## src/rtl/core/mk_pkg.sv

```systemverilog
// Morse keyer package: queue sizing, entry, write, item and result types, Morse pattern ROM.
// No dependencies; imported by mk_engine and morse_keyer.
package mk_pkg;

  localparam int unsigned QUEUE_DEPTH = 64;
  localparam int unsigned QW          = $clog2(QUEUE_DEPTH);

  localparam logic [7:0] CHAR_SPACE  = 8'd32;
  localparam logic [5:0] SYM_BLANK   = 6'd36;
  localparam logic [5:0] SYM_INVALID = 6'd37;

  // one queue entry: character plus "a space follows" flag
  typedef struct packed {
    logic       space_after;
    logic [7:0] chr;
  } q_entry_t;

  localparam int unsigned ENTRY_W = $bits(q_entry_t);

  typedef struct packed {
    logic          en;
    logic [QW-1:0] addr;
    q_entry_t      data;
  } q_wr_t;

  typedef struct packed {
    logic       operation;
    logic [7:0] character;
    logic       last_of_message;
  } item_t;

  typedef struct packed {
    logic       led_on;
    logic       accepted;
    logic [5:0] queue_count;
    logic       busy_res;
  } result_t;

  // dot = 10, dash = 110, MSB first; blank keys nothing, invalid is never loaded
  localparam logic [15:0] MORSE_ROM [38] = '{
    16'hDB6C, 16'hB6D8, 16'hADB0, 16'hAB60, 16'hAAC0,
    16'hAA80, 16'hD540, 16'hDAA0, 16'hDB50, 16'hDB68,
    16'hB000, 16'hD500, 16'hD680, 16'hD400, 16'h8000,
    16'hAD00, 16'hDA00, 16'hAA00, 16'hA000, 16'hB6C0,
    16'hD600, 16'hB500, 16'hD800, 16'hD000, 16'hDB00,
    16'hB680, 16'hDAC0, 16'hB400, 16'hA800, 16'hC000,
    16'hAC00, 16'hAB00, 16'hB600, 16'hD580, 16'hD6C0,
    16'hDA80, 16'h0001, 16'hFFFF
  };

  function automatic logic [5:0] sym_index(logic [7:0] c);
    logic [7:0] diff;
    logic [5:0] idx;
    diff = 8'd0;
    idx  = SYM_INVALID;
    if (c >= 8'd48 && c <= 8'd57) begin
      diff = c - 8'd48;
      idx  = diff[5:0];
    end else if (c >= 8'd65 && c <= 8'd90) begin
      diff = c - 8'd55;
      idx  = diff[5:0];
    end else if (c >= 8'd97 && c <= 8'd122) begin
      diff = c - 8'd87;
      idx  = diff[5:0];
    end else if (c == CHAR_SPACE) begin
      idx = SYM_BLANK;
    end
    return idx;
  endfunction

  function automatic logic [QW-1:0] next_ptr(logic [QW-1:0] p);
    logic [QW-1:0] n;
    if (p == QW'(QUEUE_DEPTH - 1)) begin
      n = '0;
    end else begin
      n = p + 1'b1;
    end
    return n;
  endfunction

endpackage

```

## src/rtl/core/mk_in_if.sv

```systemverilog
// Input channel of the Morse keyer: valid/ready plus one item.
// No dependencies.
interface mk_in_if;
  logic       valid;
  logic       ready;
  logic       operation;
  logic [7:0] character;
  logic       last_of_message;

  modport source (output valid, output operation, output character,
                  output last_of_message, input ready);
  modport sink   (input valid, input operation, input character,
                  input last_of_message, output ready);
endinterface

```

## src/rtl/core/mk_out_if.sv

```systemverilog
// Result channel of the Morse keyer: valid/ready plus one result item.
// No dependencies.
interface mk_out_if;
  logic       valid;
  logic       ready;
  logic       led_on;
  logic       accepted;
  logic [5:0] queue_count;
  logic       busy_res;

  modport source (output valid, output led_on, output accepted,
                  output queue_count, output busy_res, input ready);
  modport sink   (input valid, input led_on, input accepted,
                  input queue_count, input busy_res, output ready);
endinterface

```

## src/rtl/core/mk_char_ram.sv

```systemverilog
// Generic single-write, single-read RAM with registered read data.
// No dependencies.
module mk_char_ram #(
  parameter int unsigned DEPTH = 64,
  parameter int unsigned WIDTH = 9
) (
  input  logic                     clk_i,
  input  logic                     we_i,
  input  logic [$clog2(DEPTH)-1:0] waddr_i,
  input  logic [WIDTH-1:0]         wdata_i,
  input  logic [$clog2(DEPTH)-1:0] raddr_i,
  output logic [WIDTH-1:0]         rdata_o
);

  logic [WIDTH-1:0] mem [DEPTH];

  always_ff @(posedge clk_i) begin
    if (we_i) begin
      mem[waddr_i] <= wdata_i;
    end
    rdata_o <= mem[raddr_i];
  end

endmodule

```

## src/rtl/core/mk_engine.sv

```systemverilog
// Keyer engine: queue pointers, fill count, pending space and the element sequencer.
// Depends on mk_pkg; drives the character RAM through a write struct and read address.
module mk_engine import mk_pkg::*; (
  input  logic          clk_i,
  input  logic          rst_ni,
  input  logic          fire_i,
  input  item_t         item_i,
  input  q_entry_t      rd_data_i,
  output logic [QW-1:0] rd_addr_o,
  output q_wr_t         wr_o,
  output result_t       res_o
);

  typedef enum logic [1:0] {
    SEQ_IDLE = 2'd0,
    SEQ_PROC = 2'd1,
    SEQ_DASH = 2'd2,
    SEQ_DOT  = 2'd3
  } seq_e;

  seq_e          state_q, state_d;
  logic [15:0]   pat_q, pat_d;
  logic [1:0]    hold_q, hold_d;
  logic          led_q, led_d;
  logic [QW-1:0] head_q, head_d;
  logic [QW-1:0] tail_q, tail_d;
  logic [QW-1:0] fill_q, fill_d;
  logic          pend_q, pend_d;
  logic          byp_q;
  q_entry_t      byp_data_q;

  q_entry_t      head_ent;
  logic [7:0]    pop_chr;
  logic [5:0]    pop_idx;
  logic [QW:0]   room_chk;
  logic          accepted;
  logic [QW+5:0] cnt_ext;

  // RAM read of the same cycle's write is stale: forward it
  assign head_ent = byp_q ? byp_data_q : rd_data_i;
  assign pop_chr  = pend_q ? CHAR_SPACE : head_ent.chr;
  assign pop_idx  = sym_index(pop_chr);
  assign room_chk = {1'b0, fill_q} + (QW+1)'(2);

  always_comb begin
    state_d  = state_q;
    pat_d    = pat_q;
    hold_d   = hold_q;
    led_d    = led_q;
    head_d   = head_q;
    tail_d   = tail_q;
    fill_d   = fill_q;
    pend_d   = pend_q;
    accepted = 1'b0;
    wr_o     = '0;
    if (fire_i) begin
      if (item_i.operation) begin
        if (room_chk < (QW+1)'(QUEUE_DEPTH)) begin
          accepted              = 1'b1;
          wr_o.en               = 1'b1;
          wr_o.addr             = tail_q;
          wr_o.data.chr         = item_i.character;
          wr_o.data.space_after = item_i.last_of_message;
          tail_d                = next_ptr(tail_q);
          fill_d                = fill_q + QW'(1) + QW'(item_i.last_of_message);
        end
      end else begin
        unique case (state_q)
          SEQ_IDLE: begin
            if (fill_q != '0) begin
              fill_d = fill_q - 1'b1;
              if (pend_q) begin
                pend_d = 1'b0;
              end else begin
                head_d = next_ptr(head_q);
                pend_d = head_ent.space_after;
              end
              if (pop_idx != SYM_INVALID) begin
                pat_d   = MORSE_ROM[pop_idx];
                state_d = SEQ_PROC;
              end
            end
          end
          SEQ_PROC: begin
            if (pat_q[15:14] == 2'b11) begin
              pat_d   = {pat_q[12:0], 3'b000};
              hold_d  = 2'd2;
              state_d = SEQ_DASH;
              led_d   = 1'b1;
            end else if (pat_q[15]) begin
              pat_d   = {pat_q[13:0], 2'b00};
              state_d = SEQ_DOT;
              led_d   = 1'b1;
            end else begin
              state_d = SEQ_IDLE;
            end
          end
          SEQ_DASH: begin
            if (hold_q != 2'd0) begin
              hold_d = hold_q - 1'b1;
            end else begin
              state_d = SEQ_PROC;
              led_d   = 1'b0;
            end
          end
          SEQ_DOT: begin
            state_d = SEQ_PROC;
            led_d   = 1'b0;
          end
          default: begin
            state_d = SEQ_IDLE;
          end
        endcase
      end
    end
  end

  // read ahead at the head the next item will see
  assign rd_addr_o = head_d;

  assign cnt_ext           = {6'd0, fill_d};
  assign res_o.led_on      = led_d;
  assign res_o.accepted    = accepted;
  assign res_o.queue_count = cnt_ext[5:0];
  assign res_o.busy_res    = (state_d != SEQ_IDLE);

  always_ff @(posedge clk_i or negedge rst_ni) begin
    if (!rst_ni) begin
      state_q <= SEQ_IDLE;
      pat_q   <= '0;
      hold_q  <= '0;
      led_q   <= 1'b0;
      head_q  <= '0;
      tail_q  <= '0;
      fill_q  <= '0;
      pend_q  <= 1'b0;
      byp_q   <= 1'b0;
    end else begin
      state_q <= state_d;
      pat_q   <= pat_d;
      hold_q  <= hold_d;
      led_q   <= led_d;
      head_q  <= head_d;
      tail_q  <= tail_d;
      fill_q  <= fill_d;
      pend_q  <= pend_d;
      byp_q   <= wr_o.en && (wr_o.addr == head_d);
    end
  end

  always_ff @(posedge clk_i) begin
    byp_data_q <= wr_o.data;
  end

endmodule

```

## src/rtl/core/morse_keyer.sv

```systemverilog
// Morse keyer top level. A result item passes from the execute register to the output
// register after its item is accepted. Throughput: one item per cycle while results
// are taken, set by the read-modify-write of the character RAM and sequencer; a result
// left waiting holds the execute stage, which then holds off the input.
// Reset (rst_ni low, asynchronous): queue empty, sequencer idle, LED off, both
// channels empty. The character RAM is not cleared; only written entries are read.
module morse_keyer import mk_pkg::*; (
  input  logic  clk_i,
  input  logic  rst_ni,
  mk_in_if.sink    in_i,
  mk_out_if.source out_o
);

  // Pipeline:
  //   accept  - item captured into the execute register
  //   execute - engine applies the item to queue and sequencer state, with the
  //             RAM entry at the current head already read (address issued in the
  //             previous cycle from the engine's next head)
  //   output  - result held until the sink takes it
  // The execute stage moves on whenever the output register is free or being
  // drained; while a result waits unclaimed it holds, and the input stalls behind it.

  logic          s2_valid_q;
  item_t         s2_item_q;
  logic          s2_adv;

  logic          out_valid_q;
  result_t       out_q;

  logic [QW-1:0] rd_addr;
  q_entry_t      rd_data;
  q_wr_t         wr;
  result_t       res;

  assign s2_adv     = s2_valid_q && (!out_valid_q || out_o.ready);
  assign in_i.ready = !s2_valid_q || s2_adv;

  always_ff @(posedge clk_i or negedge rst_ni) begin
    if (!rst_ni) begin
      s2_valid_q  <= 1'b0;
      out_valid_q <= 1'b0;
    end else begin
      if (in_i.ready) begin
        s2_valid_q <= in_i.valid;
      end
      if (s2_adv) begin
        out_valid_q <= 1'b1;
      end else if (out_o.ready) begin
        out_valid_q <= 1'b0;
      end
    end
  end

  // payload registers, no reset
  always_ff @(posedge clk_i) begin
    if (in_i.ready && in_i.valid) begin
      s2_item_q.operation       <= in_i.operation;
      s2_item_q.character       <= in_i.character;
      s2_item_q.last_of_message <= in_i.last_of_message;
    end
    if (s2_adv) begin
      out_q <= res;
    end
  end

  // character queue store: one entry per pushed character, flag for trailing space
  mk_char_ram #(
    .DEPTH (QUEUE_DEPTH),
    .WIDTH (ENTRY_W)
  ) u_ram (
    .clk_i   (clk_i),
    .we_i    (wr.en),
    .waddr_i (wr.addr),
    .wdata_i (wr.data),
    .raddr_i (rd_addr),
    .rdata_o (rd_data)
  );

  mk_engine u_engine (
    .clk_i     (clk_i),
    .rst_ni    (rst_ni),
    .fire_i    (s2_adv),
    .item_i    (s2_item_q),
    .rd_data_i (rd_data),
    .rd_addr_o (rd_addr),
    .wr_o      (wr),
    .res_o     (res)
  );

  assign out_o.valid       = out_valid_q;
  assign out_o.led_on      = out_q.led_on;
  assign out_o.accepted    = out_q.accepted;
  assign out_o.queue_count = out_q.queue_count;
  assign out_o.busy_res    = out_q.busy_res;

endmodule
```

## src/flat_wrapper.sv

```systemverilog
// flat-port wrapper written by rule: the top's interface ports become plain ports
module morse_keyer_flat import mk_pkg::*;
  (clk_i, rst_ni, in_i_valid, in_i_operation, in_i_character, in_i_last_of_message, in_i_ready, out_o_valid, out_o_led_on, out_o_accepted, out_o_queue_count, out_o_busy_res, out_o_ready);
  mk_in_if in_i_i ();
  mk_out_if out_o_i ();
  input  logic clk_i;
  input  logic rst_ni;
  input wire logic [$bits(in_i_i.valid)-1:0] in_i_valid;
  input wire logic [$bits(in_i_i.operation)-1:0] in_i_operation;
  input wire logic [$bits(in_i_i.character)-1:0] in_i_character;
  input wire logic [$bits(in_i_i.last_of_message)-1:0] in_i_last_of_message;
  output wire logic [$bits(in_i_i.ready)-1:0] in_i_ready;
  output wire logic [$bits(out_o_i.valid)-1:0] out_o_valid;
  output wire logic [$bits(out_o_i.led_on)-1:0] out_o_led_on;
  output wire logic [$bits(out_o_i.accepted)-1:0] out_o_accepted;
  output wire logic [$bits(out_o_i.queue_count)-1:0] out_o_queue_count;
  output wire logic [$bits(out_o_i.busy_res)-1:0] out_o_busy_res;
  input wire logic [$bits(out_o_i.ready)-1:0] out_o_ready;
  assign in_i_i.valid = in_i_valid;
  assign in_i_i.operation = in_i_operation;
  assign in_i_i.character = in_i_character;
  assign in_i_i.last_of_message = in_i_last_of_message;
  assign in_i_ready = in_i_i.ready;
  assign out_o_valid = out_o_i.valid;
  assign out_o_led_on = out_o_i.led_on;
  assign out_o_accepted = out_o_i.accepted;
  assign out_o_queue_count = out_o_i.queue_count;
  assign out_o_busy_res = out_o_i.busy_res;
  assign out_o_i.ready = out_o_ready;
  morse_keyer u_core (.clk_i(clk_i), .rst_ni(rst_ni), .in_i(in_i_i), .out_o(out_o_i));
endmodule
```

## config.mk

```make
export PLATFORM = sky130hd
export DESIGN_NAME = morse_keyer_flat
export DESIGN_NICKNAME = d
export VERILOG_FILES = /design/src/rtl/core/mk_pkg.sv /design/src/rtl/core/mk_in_if.sv /design/src/rtl/core/mk_out_if.sv /design/src/rtl/core/mk_char_ram.sv /design/src/rtl/core/mk_engine.sv /design/src/rtl/core/morse_keyer.sv /design/src/flat_wrapper.sv
export SDC_FILE = /design/constraint.sdc
export NUM_CORES = 1
export LEC_CHECK = 0
export BUFFER_PORTS_ARGS = -buffer_cell sky130_fd_sc_hd__buf_2
export CORE_UTILIZATION = 57
export DETAILED_ROUTE_END_ITERATION = 10
export GPL_ROUTABILITY_DRIVEN = 0
export PLACE_DENSITY = 0.77
export SKIP_LAST_GASP = 1
export SYNTH_ARGS = -nofsm -noshare
export SYNTH_HDL_FRONTEND = slang
export SYNTH_HIERARCHICAL = 1
export SYNTH_SLANG_ARGS = --single-unit
```

## constraint.sdc

```tcl
create_clock -name clk_i -period 4.4 [get_ports clk_i]
set_clock_uncertainty 0.15 [all_clocks]
set_input_delay 0.44 -clock clk_i [delete_from_list [all_inputs] [get_ports clk_i]]
set_output_delay 0.44 -clock clk_i [all_outputs]
set_load 0.01 [all_outputs]
```

==> run summary, run 1 <==
status: finished, final reports clean
hold crit path type: in -> async
arrival time worst endpoint: 4.59 ns
reg2reg start: u_core/u_engine/byp_q$_DFF_PN0_
crit path launch: u_core/u_engine/byp_q$_DFF_PN0_
final WL: 64.15 mm
count leader, synth: edfxtp_1
Skew-Pair Late Insertion Delay: 0.60 ns
ys async rst share: 6.555%
Final Slew Violations: 0
Routed WL per cell: 26.36 um
Starting Density: 58.22%
Final ANT Viol Nets: 0
CTS Sinks: 656
yosys warns: 6
Post-synth top cells: edfxtp_1 (595), mux4_2 (143), nor2_1 (120)
Seq/Total Area, Yosys: 69.01%
syn_nets: 1667
Power Dens Cells: 693.6 nW/um^2
max frequency: 234.1 MHz
Final Power: 21.99 mW
MaxCap Viol Count: 0
CP Data Required Time: 4.72 ns
# DRC: 0
CTS tree: done
Placement Setup Slack: -0.04046 ns
CTS Buffer Depth: 3
overall routing resource usage: 26.24%
Die X-Extent: 223.5 um
fin crit share: 97.08%
RSZ-0062 raised after global routing: false
Final nets: 1813
CP Class: reg -> reg
post-synthesis register bit count: 656
clock slew at reported path FFs: 0.06 ns
# rows: 80
vias in the first global route: 15943
area leader, netlist: edfxtp_1
largest net degree at the start of global routing: 66
Fillers: 3132
Remaining Overflow, GRT: 0
die area: 49960 um^2
CP Launch Type: flip-flop
worst vdd ir: 0.5157 mV
number of synthesized flops with an enable pin: 595
layer with the highest usage: met2
Pleak: 10.80 nW
Least-Margin Pin Slew: 1.277 ns
post-synthesis area per instance: 17.20 um^2
synth unique cells: 98
Max transition margin: 14.88%
I/O Pins: 25
layout cells sized above 1: 24.96%
Placed Cells: 2300
top post-synthesis cells by area: edfxtp_1 (64%), mux4_2 (12%), dfrtp_1 (3.8%), nor2_1 (1.6%), dfxtp_1 (1.3%)
global routing usage on met2: 41.97%
DRT Pass-1 Iters: 7
first-pass GRT wire length: 97.08 mm
CTS Buf Count: 67
met1 track demand over resource: 35.90%
final setup vio count: 0
Via density: 6.646
final hold vios: 0
hold slack: 0.3254 ns
area grow syn2layout: 13.35%
final std cells w/o fill: 2434
setup ws final: 0.1283 ns
Synth Flop Type: edfxtp_1
initial antenna violation count: 0
met3 global-route usage: 5.176%
Post-DP HPWL: 39.08 mm
n_diodes: 0
Worst Setup End Kind: flip-flop
Min Clock Period, post-route: 4.272 ns
Die Span Y: 223.5 um
Synth Cell Area: 27970 um^2
PortBufs: 24
CTS root buf: clkbuf_16
DRT iter0 DRCs: 1922
Worst Path Max Fanout: 8
Mapped Cells: 1626
share of the synthesized area in the top cell type: 63.88%
H-tree lvl count: 3
core footprint: 48050 um^2
vias: 16177
-- cell families (layout without fill, tap and decap cells) --
group,after synthesis,in the layout,share of synthesized area [%]
compound gates,245,245,6.593
fa+ha+maj,27,27,1.208
mux,197,197,13.98
buf+inv,116,309,2.152
simple gates,371,371,6.620
flops,656,656,69.01
xor+xnor,14,14,0.4383
-- timing repair --
action,CTS,global route
gates cloned,0,0
setup endpoints to repair,7,13
buffers inserted,0,4
hold buffers,14,0
endpoints found under the hold margin,55,0
pin swaps,0,2
gates resized for setup,1,8
-- metal layers --
layer | up-vias | share of wire (%) | wire length [um]
met4 | 0 | 4.0 | 2598
li1 | 6897 | - | -
met3 | 197 | 9.0 | 5801
met1 | 8143 | 39 | 24770
met5 | - | 0 | 0
met2 | 940 | 48 | 30980
-- path summary, 6_finish.rpt --
| check | depth (start not counted) | slack, ns | endpoint |
|---|---|---|---|
| min reg2reg | 2 | 0.37 | u_core/u_engine/pat_q[3]$_DFFE_PN0P_ |
| max reg2reg | 17 | 0.13 | u_core/u_engine/pat_q[14]$_DFFE_PN0P_ |
| max in group asynchronous | 3 | 3.33 | u_core/u_engine/byp_q$_DFF_PN0_ |
| max | 17 | 0.13 | u_core/u_engine/pat_q[14]$_DFFE_PN0P_ |
| min in group clk_i | 2 | 0.37 | u_core/u_engine/pat_q[3]$_DFFE_PN0P_ |
| min | 3 | 0.33 | u_core/u_engine/pat_q[9]$_DFFE_PN0P_ |
-- power breakdown --
part | internal (mW) | switching (mW) | leakage (nW) | total (mW)
Combinational | 3.95 | 5.34 | 3.64 | 9.29
Sequential | 7.07 | 0.264 | 6.17 | 7.34
Clock | 3.06 | 2.31 | 0.986 | 5.36
-- final cells by class --
type / instances / area (um^2) / share of cell area [%]
repair buffers: 167 / 1318 / 4.155
flip-flops and latches: 656 / 19300 / 60.89
clock inverters: 32 / 307.8 / 0.9708
multi-input cells: 854 / 8168 / 25.76
well taps: 615 / 769.5 / 2.427
clock buffers: 84 / 1740 / 5.489
inverters: 26 / 97.59 / 0.3078
-- through the flow --
step / setup TNS [ns] / util [%] / instance area [um^2]
5_1_grt: 0 / 65.99 / 31710
2_1_floorplan: 0 / - / 27980
6_report: 0 / 65.99 / 31710
3_3_place_gp: 0 / 61.30 / 29450
4_1_cts: 0 / 65.86 / 31640
3_5_place_dp: -0.08510 / 61.30 / 29450
-- cells in the final DEF, fill, tap and decap left out, drive strengths merged, types with 6 or more instances in the layout --
cell type / count
or3: 10
dlygate4sd3: 14
o211ai: 13
xnor2: 10
nand2: 71
clkbuf: 85
inv: 29
edfxtp: 595
nand3: 38
a21oi: 40
and3: 17
buf: 152
a22o: 8
o221ai: 7
nor3: 25
nor2b: 19
a211oi: 10
o31ai: 15
dfrtp: 43
nand3b: 7
a221o: 9
and2: 12
o22ai: 13
o21ai: 29
a22oi: 19
a31oi: 13
nor2: 121
mux2: 12
o2111ai: 6
or2: 7
a2111oi: 8
mux4: 151
nor4: 6
clkinv: 22
dfxtp: 18
mux2i: 34
nand4: 9
ha: 27
nand2b: 17
-- state kept, by name, summed over array words and instances, names as in the netlist, 2 cells and up --
signal / cells
u_core/u_ram/mem: 576
u_core/u_engine/pat_q: 16
u_core/s2_item_q: 10
u_core/u_engine/byp_data_q: 9
u_core/u_ram/rdata_o: 9
u_core/out_o.queue_count: 6
u_core/u_engine/fill_q: 6
u_core/u_engine/head_q: 6
u_core/u_engine/tail_q: 6
u_core/u_engine/hold_q: 2
u_core/u_engine/state_q: 2
-- critical path, stage by stage (launching register included) --
cell and delay [ns]:
dfrtp_2 0.46, mux2i_1 0.15, or2_2 0.35, ha_1 0.27, nor2b_2 0.16, o221a_2 0.21
a21oi_1 0.09, and3_2 0.27, or3_4 0.43, o21ai_4 0.21, inv_2 0.10, ha_1 0.33
nor2_1 0.20, nor2_1 0.06, a2111oi_0 0.34, nor2_1 0.07, a31oi_1 0.18, o31ai_1 0.10
No activity file was read; power rests on OpenSTA's default activity.
==> run 2, diff against run 1 <==
--- a/config.mk
+++ b/config.mk
@@ -9,7 +9,7 @@
 export CORE_UTILIZATION = 57
 export DETAILED_ROUTE_END_ITERATION = 10
 export GPL_ROUTABILITY_DRIVEN = 0
-export PLACE_DENSITY = 0.77
+export PLACE_DENSITY = 0.8
 export SKIP_LAST_GASP = 1
 export SYNTH_ARGS = -nofsm -noshare
 export SYNTH_HDL_FRONTEND = slang
==> run 2 against run 1 <==
  * Setup slack better by 0.068 ns
  * Sequential share of layout area rose by 0.13 points
  * Global-route usage decreased by 0.25 points
  * Non-clock buffer count decreased by 15
  * Register-to-register slack improved by 0.07 ns
  * Clock power decreased by 0.7%
  * First-iteration DRC count grew 4.4%
  * Final cell count down 0.62%
  * Maximum frequency up 1.6%
  * Critical path type is now in -> reg
  * Largest cell class unchanged
==> run summary, run 2 (synthesized netlist as in run 1, its figures left out) <==
hold slack: 0.3675 ns (was 0.3254 ns)
most frequent cells in the layout: edfxtp_1 (595), mux4_2 (143), nor2_1 (116) (was edfxtp_1 (595), mux4_2 (143), buf_4 (120))
Fillers: 2993 (was 3132)
final std cells w/o fill: 2419 (was 2434)
Worst Setup End Kind: flip-flop (unchanged)
max frequency: 237.9 MHz (was 234.1 MHz)
number of flip-flops in the largest register: 576 (unchanged)
DRT iter0 DRCs: 2006 (was 1922)
reg2reg path depth: 16 (was 17)
CP Launch Type: input pin (was flip-flop)
Flop pwr share: 33.6% (was 33.4%)
clock slew at reported path FFs: 0.07 ns (was 0.06 ns)
sw frac: 35.57% (was 35.98%)
uppermost layer routed: met4 (unchanged)
final hold vios: 0 (unchanged)
I/O Pins: 25 (unchanged)
Routed WL per cell: 26.31 um (was 26.36 um)
largest net degree at the start of global routing: 66 (unchanged)
metal2 WL: 32.14 mm (was 30.98 mm)
fin crit share: 95.53% (was 97.08%)
CTS root buf: clkbuf_16 (unchanged)
Top Registers: u_core/u_ram/mem x576, u_core/u_engine/pat_q x16, u_core/s2_item_q x10 (unchanged)
status: finished, final reports clean (unchanged)
area grow syn2layout: 13.11% (was 13.35%)
CTS tree: done (unchanged)
CTS Sinks: 656 (unchanged)
Worst Path Max Fanout: 23 (was 8)
RR Endpoint: u_core/u_engine/pat_q[13]$_DFFE_PN0P_ (was u_core/u_engine/pat_q[14]$_DFFE_PN0P_)
Max transition margin: 13.10% (was 14.88%)
Die X-Extent: 223.5 um (unchanged)
reg2reg start: u_core/u_engine/byp_q$_DFF_PN0_ (unchanged)
largest reg by FF count: u_core/u_ram/mem (unchanged)
# DRC: 0 (unchanged)
# rows: 80 (unchanged)
Die Span Y: 223.5 um (unchanged)
Starting Density: 58.22% (unchanged)
Remaining Overflow, GRT: 0 (unchanged)
Least-Margin Pin Slew: 1.303 ns (was 1.277 ns)
MaxCap Viol Count: 0 (unchanged)
Power Dens Cells: 689.5 nW/um^2 (was 693.6 nW/um^2)
Skew-Pair Late Insertion Delay: 0.64 ns (was 0.60 ns)
H-tree lvl count: 2 (was 3)
Final nets: 1792 (was 1813)
commonest non-fill, non-tap cell in the layout: edfxtp_1 (unchanged)
PortBufs: 24 (unchanged)
clock network fraction of total power: 24.4% (about the same)
CTS Buffer Depth: 3 (unchanged)
setup ws final: 0.1966 ns (was 0.1283 ns)
Final ANT Viol Nets: 0 (unchanged)
overall routing resource usage: 25.98% (was 26.24%)
die area: 49960 um^2 (unchanged)
Min Clock Period, post-route: 4.203 ns (was 4.272 ns)
CP Data Required Time: 4.77 ns (was 4.72 ns)
CTS Buf Count: 61 (was 67)
Int Power: 14.06 mW (was 14.08 mW)
first-pass GRT wire length: 96.44 mm (was 97.08 mm)
worst vdd ir: 0.4734 mV (was 0.5157 mV)
arrival time worst endpoint: 4.58 ns (was 4.59 ns)
vias in the first global route: 15845 (was 15943)
core footprint: 48050 um^2 (unchanged)
final setup vio count: 0 (unchanged)
Comb power frac: 42.0% (was 42.2%)
initial antenna violation count: 0 (unchanged)
CP Class: in -> reg (was reg -> reg)
r2r setup slk: 0.20 ns (was 0.13 ns)
final WL: 63.63 mm (was 64.15 mm)
Final Slew Violations: 0 (unchanged)
DRT Pass-1 Iters: 6 (was 7)
sw power: 7.759 mW (was 7.914 mW)
Placement Setup Slack: 0.1167 ns (was -0.04046 ns)
Pleak: 10.73 nW (was 10.80 nW)
metal3 WL: 5.208 mm (was 5.801 mm)
hold crit path type: in -> async (unchanged)
layout cells sized above 1: 24.57% (was 24.96%)
Post-DP HPWL: 39.15 mm (was 39.08 mm)
Via density: 6.639 (was 6.646)
vias: 16059 (was 16177)
Placed Cells: 2285 (was 2300)
wl on met1: 24.31 mm (was 24.77 mm)
## run 2: cell types whose count changed in the layout (fill, tap and decap cells not counted), moves of 4 or more
cell / before / now
inv_6: 4 / 0
clkbuf_8: 0 / 7
clkbuf_16: 67 / 62
buf_4: 120 / 106
## run 2: power groups by stage
stage	Clock [mW]	Combinational [mW]	Sequential (mW)
2_1_floorplan	0	6.56	7.35
3_3_place_gp	0	8.68	7.44
3_5_place_dp	0	8.79	7.45
4_1_cts	5.38	8.88	7.33
5_1_grt	5.60	9.78	7.36
6_report	5.32	9.16	7.34
## run 2: how the worst max path moves through the flow
stage,start,to,cells after the start
final,out_o_ready,u_core/u_ram/rdata_o[2]$_DFF_P_,17
after detailed placement,u_core/u_engine/byp_q$_DFF_PN0_,u_core/u_engine/pat_q[13]$_DFFE_PN0P_,16
after CTS,u_core/u_engine/byp_q$_DFF_PN0_,u_core/u_engine/pat_q[13]$_DFFE_PN0P_,16
after global routing,u_core/u_engine/byp_q$_DFF_PN0_,u_core/u_engine/pat_q[13]$_DFFE_PN0P_,17
after floorplan,u_core/u_engine/byp_q$_DFF_PN0_,u_core/u_engine/pat_q[12]$_DFFE_PN0P_,19
after global placement,u_core/u_engine/byp_q$_DFF_PN0_,u_core/u_engine/pat_q[12]$_DFFE_PN0P_,16
## run 2: what timing repair did
action | 4_1_cts | 5_1_grt
endpoints found under the hold margin | 55 | 0
setup endpoints to repair | 0 | 17
buffers inserted | 0 | 4
resized for setup | 0 | 13
hold buffers | 14 | 0
## run 2: area by class of cell
| class | count | area (um^2) | area share [%] |
|---|---|---|---|
| flip-flops and latches | 656 | 19300 | 61.02 |
| multi-input cells | 854 | 8194 | 25.90 |
| clock buffers | 84 | 1704 | 5.386 |
| repair buffers | 152 | 1216 | 3.844 |
| well taps | 615 | 769.5 | 2.432 |
| clock inverters | 31 | 350.3 | 1.107 |
| inverters | 26 | 97.59 | 0.3085 |
| diodes | 1 | 2.502 | 0.007909 |
## run 2: routing by layer
metal / track usage [%] / up-vias
li1: - / 6847
met1: 35.23 / 8179
met2: 43.34 / 874
met3: 4.214 / 159
met4: 8.573 / 0
met5: 0 / -
## run 2: critical path: stages
cell and delay (ns):
dlygate4sd3_1 0.53, buf_2 0.13, nand2b_1 0.15, and2_1 0.17, nand2b_1 0.12, a311o_1 0.32
nor2_1 0.14, nand4_1 0.21, nor2_2 0.11, nor2_4 0.28, buf_12 0.26, buf_12 0.23
mux4_2 0.53, nor2b_1 0.15, a211oi_1 0.31, a2111oi_0 0.15, a221o_1 0.31
## run 2: stage by stage
stage	TNS [ns]	utilization (%)	cell area, um^2	power [mW]
finish	0	65.85	31640	21.82
global route	-0.01812	65.85	31640	22.74
CTS	0	65.66	31550	21.59
detailed placement	0	61.09	29350	16.25
global placement	0	61.09	29350	16.12
floorplan	0	-	27980	13.91
